===== config.mk =====
export PLATFORM = sky130hd
export DESIGN_NAME = vsrt_merge
export DESIGN_NICKNAME = d
export VERILOG_FILES = /design/src/hdl/vertex_scale_rotate_translate_unit_defines.svh /design/src/hdl/vsrt_pkg.sv /design/src/hdl/vsrt_merge.sv
export SDC_FILE = /design/constraint.sdc
export NUM_CORES = 1
export LEC_CHECK = 0
export ABC_AREA = 1
export BUFFER_PORTS_ARGS = -buffer_cell sky130_fd_sc_hd__buf_4
export CAP_MARGIN = 40
export CORE_MARGIN = 4
export CORE_UTILIZATION = 35
export DETAILED_ROUTE_END_ITERATION = 6
export PLACE_DENSITY_LB_ADDON = 0.1
export SLEW_MARGIN = 20
export SYNTH_ARGS = -nofsm -noshare
export SYNTH_HDL_FRONTEND = slang
export SYNTH_SLANG_ARGS = --single-unit

===== constraint.sdc =====
create_clock -name clk -period 6.7 [get_ports clk]
set_clock_uncertainty 0.15 [all_clocks]
set_input_delay 1.005 -clock clk [delete_from_list [all_inputs] [get_ports clk]]
set_output_delay 1.005 -clock clk [all_outputs]
set_load 0.1 [all_outputs]

===== src/hdl/vertex_scale_rotate_translate_unit_defines.svh =====
// Assertion macros shared by the vertex transform RTL.
`ifndef VERTEX_SCALE_ROTATE_TRANSLATE_UNIT_DEFINES_SVH
`define VERTEX_SCALE_ROTATE_TRANSLATE_UNIT_DEFINES_SVH

// Antecedent implies consequent in the same cycle.
`define VSRT_ASSERT_IMP(lbl, clk, rst, ante, cons) \
  lbl: assert property (@(posedge clk) disable iff (rst) (ante) |-> (cons)) \
    else $error("vsrt assertion failed");

// Antecedent implies consequent in the next cycle.
`define VSRT_ASSERT_NXT(lbl, clk, rst, ante, cons) \
  lbl: assert property (@(posedge clk) disable iff (rst) (ante) |=> (cons)) \
    else $error("vsrt assertion failed");

`endif


===== src/hdl/vsrt_pkg.sv =====
// Types, constants and the sine table of the vertex transform unit.
package vsrt_pkg;

  localparam int ANGLE_BITS = 12;
  localparam int QUARTER    = 1 << (ANGLE_BITS - 2);
  localparam int IDX_W      = ANGLE_BITS - 1;
  localparam int SINE_W     = 16;
  localparam int COEF_W     = 18;
  localparam int MACC_W     = 37;
  localparam int SCALED_W   = 40;
  localparam int PROD_W     = SCALED_W + COEF_W;
  localparam int SUM_W      = PROD_W + 2;
  localparam int CFG_IDX_W  = 3;
  localparam int CFG_DATA_W = 48;

  localparam longint unsigned HALF_PI_Q46 = 64'h1921FB54442D1846 >> 14;

  typedef logic [SINE_W-1:0] sine_tab_t [0:QUARTER];
  typedef logic signed [COEF_W-1:0] coef_t;
  typedef logic signed [PROD_W-1:0] prod_t;

  typedef struct packed {
    logic signed [31:0] vin_x;
    logic signed [31:0] vin_y;
    logic signed [31:0] vin_z;
  } vin_t;

  typedef struct packed {
    logic signed [31:0] vout_x;
    logic signed [31:0] vout_y;
    logic signed [31:0] vout_z;
  } vout_t;

  typedef enum logic [CFG_IDX_W-1:0] {
    REG_SCALE  = 3'd0,
    REG_ANGLES = 3'd1,
    REG_OFF_X  = 3'd2,
    REG_OFF_Y  = 3'd3,
    REG_OFF_Z  = 3'd4
  } cfg_reg_t;

  typedef enum logic [1:0] {CF_IDLE, CF_READ, CF_MAC} coef_state_t;
  typedef enum logic [1:0] {MAC_SET, MAC_ADD, MAC_SUB} mac_op_t;
  typedef enum logic [3:0] {
    D_NONE, D_SXSY, D_CXSY, D_M00, D_M01, D_M02, D_M10, D_M11, D_M12, D_M21, D_M22
  } coef_dst_t;

  // Sine/cosine register slots, in table read order.
  localparam logic [2:0] SC_SX = 3'd0;
  localparam logic [2:0] SC_CX = 3'd1;
  localparam logic [2:0] SC_SY = 3'd2;
  localparam logic [2:0] SC_CY = 3'd3;
  localparam logic [2:0] SC_SZ = 3'd4;
  localparam logic [2:0] SC_CZ = 3'd5;
  localparam logic [3:0] READ_LAST = 4'd6;
  localparam logic [3:0] MAC_LAST  = 4'd13;

  // Per-lane pipeline enables.
  typedef struct packed {
    logic en1;
    logic en2;
  } lane_ctl_t;

  typedef struct packed {
    logic en3;
    logic en4;
  } merge_ctl_t;

  // Quarter-wave table, Taylor series in Q2.30 with truncating steps.
  function automatic sine_tab_t build_sine();
    sine_tab_t       tab;
    longint unsigned theta;
    longint unsigned x2;
    longint unsigned term;
    longint          sum;
    longint          e;
    for (int k = 0; k <= QUARTER; k++) begin
      theta = (64'(k) * HALF_PI_Q46) >> (16 + ANGLE_BITS - 2);
      x2    = (theta * theta) >> 30;
      term  = theta;
      sum   = longint'(theta);
      for (int n = 1; n <= 7; n++) begin
        term = ((term * x2) >> 30) / 64'((2 * n) * (2 * n + 1));
        if ((n & 1) == 1) sum = sum - longint'(term);
        else sum = sum + longint'(term);
      end
      if (sum < 0) sum = 0;
      e = (sum + 16384) >>> 15;
      if (e > 32768) e = 32768;
      tab[k] = SINE_W'(e);
    end
    return tab;
  endfunction

  localparam sine_tab_t SINE_TAB = build_sine();

  // 12-bit configured angle to table angle.
  function automatic logic [ANGLE_BITS-1:0] table_angle(input logic [11:0] a12);
    logic [ANGLE_BITS+11:0] w;
    w = {a12, {ANGLE_BITS{1'b0}}} >> 12;
    return w[ANGLE_BITS-1:0];
  endfunction

endpackage


===== src/hdl/vsrt_merge.sv =====
// Merge stage: sum lane products per row, drop the fraction, offset, saturate.
module vsrt_merge import vsrt_pkg::*; (
  input  logic               clk,
  input  merge_ctl_t         ctl,
  input  prod_t              p [3][3],
  input  logic signed [31:0] off [3],
  output vout_t              vout
);

  localparam int RS_W = SUM_W - 15;

  logic signed [SUM_W-1:0]  sum [3];
  logic signed [RS_W:0]     tot [3];
  logic signed [31:0]       sat [3];

  always_comb begin
    for (int i = 0; i < 3; i++) begin
      tot[i] = (RS_W + 1)'(sum[i] >>> 15) + (RS_W + 1)'(off[i]);
      if (tot[i] > (RS_W + 1)'(32'sh7FFFFFFF)) sat[i] = 32'sh7FFFFFFF;
      else if (tot[i] < -(RS_W + 1)'(64'sh80000000)) sat[i] = 32'sh80000000;
      else sat[i] = tot[i][31:0];
    end
  end

  always_ff @(posedge clk) begin
    if (ctl.en3) begin
      for (int i = 0; i < 3; i++) begin
        sum[i] <= SUM_W'(p[0][i]) + SUM_W'(p[1][i]) + SUM_W'(p[2][i]);
      end
    end
    if (ctl.en4) begin
      vout.vout_x <= sat[0];
      vout.vout_y <= sat[1];
      vout.vout_z <= sat[2];
    end
  end

endmodule


==> out/results.ini, run 1 <==
[outcome]
status = finished clean

[logic_synthesis]
synth_edf_count = 231
synth-async-reset-ratio = 0
synth-simple-area-share = 0.313
syn_area_um2 = 33600
syn_nets = 6116
synth_compound_area_frac = 0.114
synth_area_leaders = edfxtp_1, nand2_1, ha_1, fa_1, inv_1
synth.most_common_cell = nand2_1
synth_top_family_by_area = simple AND/OR/NAND/NOR gates
yosys-mux-area-fraction = 0
yosysWarnings = 0
avgSynthCellArea_um2 = 6.70
synth_top_area_frac = 0.207
ys_ff_latch = 231
yosysSeqAreaShare = 0.207
synth_ff_type = edfxtp_1
synth_fa_ha_area_frac = 0.219
synthCells = 5012
netlist.top_cell.by_area = edfxtp_1
yosysUniqueCellTypes = 47
synth_commonest_cells = nand2_1, inv_1, nor2_1
synth_xor_area_frac = 0.0537

[clock_tree]
clock_sinks = 231
ctsHoldBuffers = 0
numCtsBuffers = 28
cts_setup_buffers = 0
cts_resized = 0
cts_tree = built
clock_latency_ns = 0.59
path_clk_slew_ns = 0.06
cts_root_buf = clkbuf_16
h-tree-depth = 1
cts.path.max_buffers = 3

[timing]
period_share = 0.613
setup_tns_ns = 0
slew_violations = 0
rsz0062_at_grt = no
hold_viol = 0
setup_slack_ns = 2.59
clock.fmax_mhz = 243
max_slew_margin = 0.442
period_needed_ns = 4.11
tightest_slew_ns = 0.830
final-setup-viol-count = 0

[detailed_routing]
wl_per_cell_um = 20.1
route.detailed.drc = 0
ant_nets = 0
drtIter0Drc = 2131
via_per_inst = 4.92
via_count = 34600
firstDrtPassIters = 6
drt-total-wl_um = 141000

[worst_setup_path]
r2r-end = vout[44]$_SDFFCE_PN1P_
crit_chain = buf_4, ha_1, fa_1, nand3_1, nand3_1, nand2_1, nand2_1, nand2_1, nand3_2, nand2_1, nand2_1, nand2_1, nand2_1, nor2_1, nand2_1, nor2_1, nand2_1, nand2_2, nand2_1, nand2_1
max_stage_delay_ns = 0.49
worstRegToRegCells = 19
cpMostUsedCell = nand2_1
critical_path.top_delay_family = simple AND/OR/NAND/NOR gates
required_ns = 6.99
worstSetupEndpointType = flip-flop
cp_max_fo = 31
setup.worst_path.start_class = input port
slowest_stage = fa_1
cp_num_buf_inv = 1
timing.rr.start = sum[0][75]$_DFFE_PP_
critical_path_class = in -> reg
r2r_slack_ns = 2.77
cp.arrival_ns = 4.40

[worst_hold_path]
hold-path-endpoint = vout[32]$_SDFFCE_PN1P_
holdPathStages = 3
min_path_type = reg -> reg
hold_start = sum[0][75]$_DFFE_PP_

[power_and_ir_drop]
power_density_nw_per_um2 = 348
p_leak_nw = 21.0
ir_drop_mv = 0.195

[placement]
pre_cts_ws_ns = 1.70
io_buffers = 716
dp_hpwl_um = 128000
gp_congestion = 0.967

[flow_run]
drv_cap = 0

[die]
initial_utilization = 0.353
die_h_um = 318
die-area_um2 = 101000
num_rows = 113
fp.dieW_um = 318
coreArea_um2 = 95000
ios = 717

[global_route]
grt_max_degree = 67
grt_usage = 0.270
antenna_found_initial = 4
grt_pass1_vias = 35300
grt_first_pass_wirelength_um = 211000
overflow = 0

[cells_and_area]
fill_cells = 10200
syn_to_final_growth_pct = 23.2
nets = 6848
drive_gt1_frac = 0.144

==> routing by layer <==
metal / part of all wire / global-route usage / vias up
met4: 0.024 / 0.0610 / 2
met5: 0.000092 / 0 / -
met3: 0.041 / 0.0279 / 123
met2: 0.51 / 0.507 / 876
met1: 0.43 / 0.332 / 16000
li1: - / - / 17600
==> worst max-delay path by stage <==
| stage | start | endpoint | slack (ns) | cells after the start |
|---|---|---|---|---|
| floorplan | p[4] | sum[0][160]$_DFFE_PP_ | 3.19 | 17 |
| global route | off[32] | vout[40]$_SDFFCE_PN1P_ | 2.36 | 20 |
| global placement | off[32] | vout[32]$_SDFFCE_PN1P_ | 1.72 | 17 |
| finish | off[32] | vout[44]$_SDFFCE_PN1P_ | 2.59 | 20 |
| detailed placement | off[32] | vout[49]$_SDFFCE_PN1P_ | 1.70 | 17 |
| CTS | off[32] | vout[49]$_SDFFCE_PN1P_ | 2.35 | 17 |
==> per-stage QoR <==
step                hold slack (ns)  instance area [um^2]  std cells   util  power (mW)
global placement              0.474                 40400       6977  0.425        12.8
global route                  0.543                 41300       7030  0.435        15.4
CTS                           0.488                 41300       7029  0.435        14.4
finish                        0.483                 41300       7032  0.435        14.4
floorplan                     0.449                 33600       5012      -        9.59
detailed placement            0.471                 40400       6978  0.425        12.8
==> flip-flops by register name, indices dropped and copies added, names as in the netlist <==
register,count
sum,135
vout,96
==> power by group <==
group	internal [mW]	switching, mW	total (mW)	leakage [nW]
Sequential	2.40	0.285	2.68	2.25
Clock	0.934	0.647	1.58	0.462
Combinational	2.91	7.21	10.1	18.3
Total	6.24	8.14	14.4	21.0
==> cells in the final DEF, fill, tap and decap left out, types with 8 or more instances in the layout <==
cell,instances
a21o_1,42
nand3b_1,14
o211ai_1,8
xnor2_1,65
a21oi_1,333
ha_1,309
o21a_1,14
a31oi_1,61
nor3_1,37
nand2_1,1701
clkinv_1,8
edfxtp_1,231
nor2_1,544
inv_1,772
nand3_1,189
o21bai_1,41
nor2_2,21
fa_1,174
buf_4,718
nand4_1,51
nor4_1,17
inv_2,16
a21boi_0,15
nand2_2,13
clkbuf_16,29
xor2_1,141
o21ai_0,140
==> layout make-up <==
type / instances / area (um^2) / share of cell area
diodes: 2 / 5.00 / 0.000121
multi-input cells: 3973 / 23500 / 0.568
repair buffers: 721 / 5440 / 0.132
well taps: 1265 / 1580 / 0.0383
inverters: 789 / 2960 / 0.0716
clock inverters: 21 / 206 / 0.00499
clock buffers: 30 / 729 / 0.0176
flip-flops and latches: 231 / 6940 / 0.168
==> worst reg2reg max path: stages, from the launching register on <==
cell and delay [ns]:
edfxtp_1 0.36, ha_1 0.35, fa_1 0.49, nand3_1 0.10
nand3_1 0.38, nand2_1 0.17, nand2_1 0.13, nand2_1 0.13
nand3_2 0.18, nand2_1 0.16, nand2_1 0.06, nand2_1 0.06
nand2_1 0.06, nor2_1 0.08, nand2_1 0.05, nor2_1 0.10
nand2_1 0.07, nand2_2 0.46, nand2_1 0.16, nand2_1 0.09
==> cells by family after synthesis <==
family / after synthesis
simple gates: 2611
buf+inv: 808
compound gates: 673
fa+ha+maj: 483
flops: 231
xor+xnor: 206
Note: power is estimated with default switching activity, not from simulation.
==> inputs of run 2 (changes only) <==
- ABC_AREA: 1 -> 0
- clock period: 6.7 -> 3.8 ns (I/O delays scaled with it)
==> out/results.ini, run 2 <==
[power_and_ir_drop]
power_density_nw_per_um2 = 593
ir_drop_mv = 0.438
p_leak_nw = 18.7

[detailed_routing]
firstDrtPassIters = 6
wl_per_cell_um = 20.3
ant_nets = 0
via_count = 26000
drt-total-wl_um = 102000
via_per_inst = 5.16
drtIter0Drc = 1047
route.detailed.drc = 0

[placement]
placed_cells = 4932
dp_hpwl_um = 88000
io_buffers = 716
gp_congestion = 0.949

[timing]
final-setup-viol-count = 97
slew_violations = 0
period_needed_ns = 4.11
whs_ns = 0.277
clock.fmax_mhz = 244
max_slew_margin = 0.534
rsz0062_at_grt = yes
period_share = 1.08
setup_slack_ns = -0.306
tightest_slew_ns = 0.699
hold_viol = 0

[cells_and_area]
final_common_cell = buf_4
nets = 5161
layout_common_cells = buf_4, ha_1, a21oi_1
regMostFlops = sum
final_util = 0.549
reg_top3 = sum (135), vout (96)
syn_to_final_growth_pct = 54.6
fill_cells = 6684
drive_gt1_frac = 0.418
largest_reg_flops = 135
layout.cells.non_filler = 5039

[worst_setup_path]
critical_path_class = reg -> reg
r2r_slack_ns = -0.31
worstSetupEndpointType = flip-flop
setup.worst_path.start_class = flip-flop
required_ns = 3.97
cp.arrival_ns = 4.28
cp_max_fo = 8

[logic_synthesis]
syn_nets = 3778
synth.most_common_cell = ha_1
synth_area_leaders = edfxtp_1, ha_1, fa_1, a21o_1, a21oi_1
yosysSeqAreaShare = 0.266
avgSynthCellArea_um2 = 9.75
synth_commonest_cells = ha_1, a21oi_1, edfxtp_1
netlist.top_cell.by_area = edfxtp_1
yosysWarnings = 0
yosysUniqueCellTypes = 78
ys_ff_latch = 231
synth-async-reset-ratio = 0
synth_edf_count = 231
synth_ff_type = edfxtp_1
synth_top_area_frac = 0.266
syn_area_um2 = 26100
synthCells = 2674

[clock_tree]
clock_latency_ns = 0.58
cts.path.max_buffers = 3
clock_sinks = 231
numCtsBuffers = 29
ctsHoldBuffers = 0
cts_root_buf = clkbuf_16
path_clk_slew_ns = 0.06
cts_tree = built
h-tree-depth = 1

[global_route]
grt_pass1_vias = 27700
grt_first_pass_wirelength_um = 154000
overflow = 0
grt_max_degree = 97
grt_usage = 0.248
antenna_found_initial = 4

[die]
ios = 717
coreArea_um2 = 73500
die-area_um2 = 78900
die_h_um = 281
fp.dieW_um = 281
num_rows = 99
initial_utilization = 0.355

[flow_run]
drv_cap = 0

[outcome]
violations = negative setup slack
status = finished, violations left

[worst_hold_path]
min_path_type = in -> reg

-- run 2: changes by cell type in the layout (fill, tap and decap cells not counted), moves of 31 or more --
cell	change
inv_1	-706
nand3_1	-143
buf_4	+672
xnor2_1	+68
nand2_1	-1532
nor2b_1	+31
o21ai_1	+37
nor2_1	-387
xor2_1	-45
a21o_1	+155
and3_1	+33
a21oi_1	-97
a31oi_1	-33
o21ai_2	+67
-- run 2: kinds of logic (layout without fill, tap and decap cells) --
group / Yosys count / in the layout / share of synthesized area
mux: 4 / 4 / 0.00163
compound gates: 931 / 931 / 0.227
flops: 231 / 231 / 0.266
xor+xnor: 243 / 243 / 0.0816
simple gates: 643 / 643 / 0.121
buf+inv: 139 / 1543 / 0.0206
other cells: 0 / 2 / 0
fa+ha+maj: 483 / 483 / 0.282
-- run 2: worst paths after layout --
| check | to | depth (start not counted) | startpoint |
|---|---|---|---|
| worst min register to register | vout[64]$_SDFFCE_PN1P_ | 3 | sum[0][15]$_DFFE_PP_ |
| worst max register to register | vout[48]$_SDFFCE_PN1P_ | 16 | sum[0][75]$_DFFE_PP_ |
| worst max-delay path | vout[48]$_SDFFCE_PN1P_ | 16 | sum[0][75]$_DFFE_PP_ |
| worst min-delay path | sum[0][157]$_DFFE_PP_ | 1 | ctl[1] |
-- run 2: timing repair --
item / 4_1_cts / 5_1_grt
pin swaps: 56 / 71
endpoints found under the setup margin: 106 / 133
resized for setup: 200 / 103
cloned: 10 / 0
buffers inserted: 38 / 18
-- run 2: report_power, final --
part | total, mW | switching (mW) | internal, mW
Combinational | 16.8 | 9.40 | 7.45
Sequential | 4.25 | 0.337 | 3.92
Clock | 2.81 | 1.14 | 1.67
Total | 23.9 | 10.9 | 13.0
-- run 2: critical path: stages, from the launching register on --
cell	delay (ns)
edfxtp_1	0.43
ha_2	0.22
fa_2	0.35
a21o_1	0.17
a21o_1	0.20
a2111oi_4	0.38
o21a_1	0.19
o41a_1	0.23
o21ai_4	0.11
a311o_1	0.29
nand3_2	0.11
o21ai_2	0.07
nor4_2	0.26
a41o_1	0.27
buf_6	0.16
buf_12	0.15
o21ai_1	0.08
-- run 2: final cells by class --
cell class | instances | area, um^2 | area share
Multi-Input combinational cell | 2304 | 20000 | 0.495
Timing Repair Buffer | 1425 | 11000 | 0.273
Sequential cell | 231 | 6940 | 0.172
Tap cell | 959 | 1200 | 0.0298
Clock buffer | 32 | 737 | 0.0183
Inverter | 66 | 248 | 0.00614
Clock inverter | 20 | 221 | 0.00549
Antenna cell | 2 | 5.00 | 0.000124
-- run 2: stage by stage --
step | TNS (ns) | power, mW | setup WS [ns] | instance area [um^2]
2_1_floorplan | -1.65 | 13.2 | -0.204 | 26300
4_1_cts | -19.57 | 23.7 | -0.305 | 39900
3_3_place_gp | -88.98 | 19.5 | -0.896 | 37600
6_report | -19.82 | 23.9 | -0.306 | 40300
5_1_grt | -36.30 | 25.5 | -0.479 | 40300
3_5_place_dp | -95.87 | 19.6 | -0.877 | 37600
-- run 2: metal layers --
metal / vias to the layer above / GRT usage / routed length (um)
met5: - / 0 / 25
met4: 4 / 0.0622 / 2730
met3: 111 / 0.0444 / 5470
met2: 571 / 0.462 / 52500
met1: 12500 / 0.295 / 41500
li1: 12800 / - / -
==> inputs of run 3 (changes only) <==
- SETUP_SLACK_MARGIN: default -> 0.1
==> out/results.ini, run 3 (synthesis gave the netlist of run 2 again) <==
[cells_and_area]
regMostFlops = sum
largest_reg_flops = 135
nets = 5146
multiInputGateArea_um2 = 20300
layout_common_cells = buf_4, ha_1, edfxtp_1
reg_top3 = sum (135), vout (96)
fill_cells = 6639
regArea_um2 = 6940
final_common_cell = buf_4
drive_gt1_frac = 0.430
layout.cells.non_filler = 5031
syn_to_final_growth_pct = 56.7

[outcome]
status = finished, violations left
violations = negative setup slack

[timing]
rsz0062_at_grt = yes
period_needed_ns = 4.05
setup_slack_ns = -0.254
max_slew_margin = 0.515
setup_tns_ns = -14.59
hold_viol = 0
clock.fmax_mhz = 247
slew_violations = 0
final-setup-viol-count = 96
period_share = 1.07
tightest_slew_ns = 0.727

[worst_setup_path]
setup.worst_path.start_class = flip-flop
cp.arrival_ns = 4.34
worstSetupEndpointType = flip-flop
critical_path_class = reg -> reg
required_ns = 4.08
cp_max_fo = 22

[power_and_ir_drop]
clkPwrFrac = 0.128
p_switching_mw = 10.9
seqPwrFrac = 0.175
power_density_nw_per_um2 = 596
power_frac_comb = 0.697
p_leak_nw = 18.8
ir_drop_mv = 0.426
power.internal_mw = 13.4
switching_share = 0.449

[global_route]
overflow = 0
grt_pass1_vias = 27500
grt_first_pass_wirelength_um = 151000
grt_usage = 0.242
antenna_found_initial = 5
grt_max_degree = 62

[die]
num_rows = 99
die-area_um2 = 78900
initial_utilization = 0.355
die_h_um = 281
ios = 717
fp.dieW_um = 281
coreArea_um2 = 73500

[placement]
gp_congestion = 0.980
dp_hpwl_um = 84800
placed_cells = 4917
io_buffers = 716

[clock_tree]
h-tree-depth = 1
path_clk_slew_ns = 0.06
cts_root_buf = clkbuf_16
clock_sinks = 231
cts_tree = built
clock_latency_ns = 0.57
numCtsBuffers = 30
cts.path.max_buffers = 3

[worst_hold_path]
min_path_type = in -> reg

[detailed_routing]
route.detailed.drc = 0
firstDrtPassIters = 5
via_per_inst = 5.18
via_count = 26100
ant_nets = 0
wl_per_cell_um = 19.8
drtIter0Drc = 1263
drt-total-wl_um = 99700

[flow_run]
drv_cap = 0

==> run 3: timing repair <==
item,4_1_cts,5_1_grt
setup buffers,23,21
endpoints found under the setup margin,116,142
pin swaps,67,89
gates resized for setup,222,139
hold buffers,0,0
cloned,9,4
==> run 3: path summary, 6_finish.rpt <==
kind / start / end / slack, ns / cells after the start
setup reg to reg: sum[0][75]$_DFFE_PP_ / vout[34]$_SDFFCE_PN1P_ / -0.25 / 16
setup / recovery: sum[0][75]$_DFFE_PP_ / vout[34]$_SDFFCE_PN1P_ / -0.25 / 16
hold / removal: ctl[1] / sum[0][170]$_DFFE_PP_ / 0.27 / 1
hold reg to reg: sum[0][135]$_DFFE_PP_ / vout[0]$_SDFFCE_PN1P_ / 0.59 / 3
==> run 3: layout make-up <==
type	count	share of cell area
Clock buffer	32	0.0191
Tap cell	959	0.0294
Multi-Input combinational cell	2304	0.498
Antenna cell	6	0.000367
Clock inverter	24	0.00753
Inverter	66	0.00606
Sequential cell	231	0.170
Timing Repair Buffer	1409	0.270
==> run 3: metal layers <==
| metal | global-route usage | wire, um | vias up |
|---|---|---|---|
| met5 | 0 | 0 | - |
| met4 | 0.0379 | 1450 | 0 |
| met3 | 0.0351 | 5440 | 67 |
| met1 | 0.305 | 41500 | 12500 |
| li1 | - | - | 12800 |
| met2 | 0.446 | 51300 | 693 |
==> run 3: power by group through the flow <==
| stage | Combinational, mW | Sequential, mW | Clock (mW) |
|---|---|---|---|
| 5_1_grt | 18.4 | 4.31 | 3.29 |
| 3_3_place_gp | 14.9 | 4.30 | 0 |
| 4_1_cts | 16.3 | 4.26 | 3.18 |
| 6_report | 17.0 | 4.25 | 3.12 |
| 3_5_place_dp | 15.1 | 4.30 | 0 |
| 2_1_floorplan | 7.13 | 6.15 | 0 |
==> run 3: stage by stage <==
| stage | power, mW | hold WS (ns) | area (um^2) | setup slack (ns) | util |
|---|---|---|---|---|---|
| 6_report | 24.3 | 0.273 | 40900 | -0.254 | 0.556 |
| 5_1_grt | 26.0 | 0.274 | 40900 | -0.472 | 0.556 |
| 4_1_cts | 23.7 | 0.253 | 40000 | -0.245 | 0.544 |
| 3_5_place_dp | 19.4 | 0.580 | 37600 | -0.983 | 0.512 |
| 3_3_place_gp | 19.2 | 0.532 | 37600 | -0.945 | 0.512 |
| 2_1_floorplan | 13.3 | 0.507 | 26400 | -0.204 | - |
==> run 3: critical path, stage by stage (launching register included) <==
cell and delay [ns]:
edfxtp_1 0.41, ha_4 0.19, fa_2 0.33, a21o_1 0.17, a21o_1 0.19, a2111oi_4 0.42
o21ai_2 0.13, a31oi_1 0.15, o21ai_1 0.10, xor2_1 0.26, nand3_1 0.14, nor4_2 0.28
nand4_1 0.12, o41a_1 0.39, buf_12 0.19, buf_4 0.16, o21ai_2 0.13
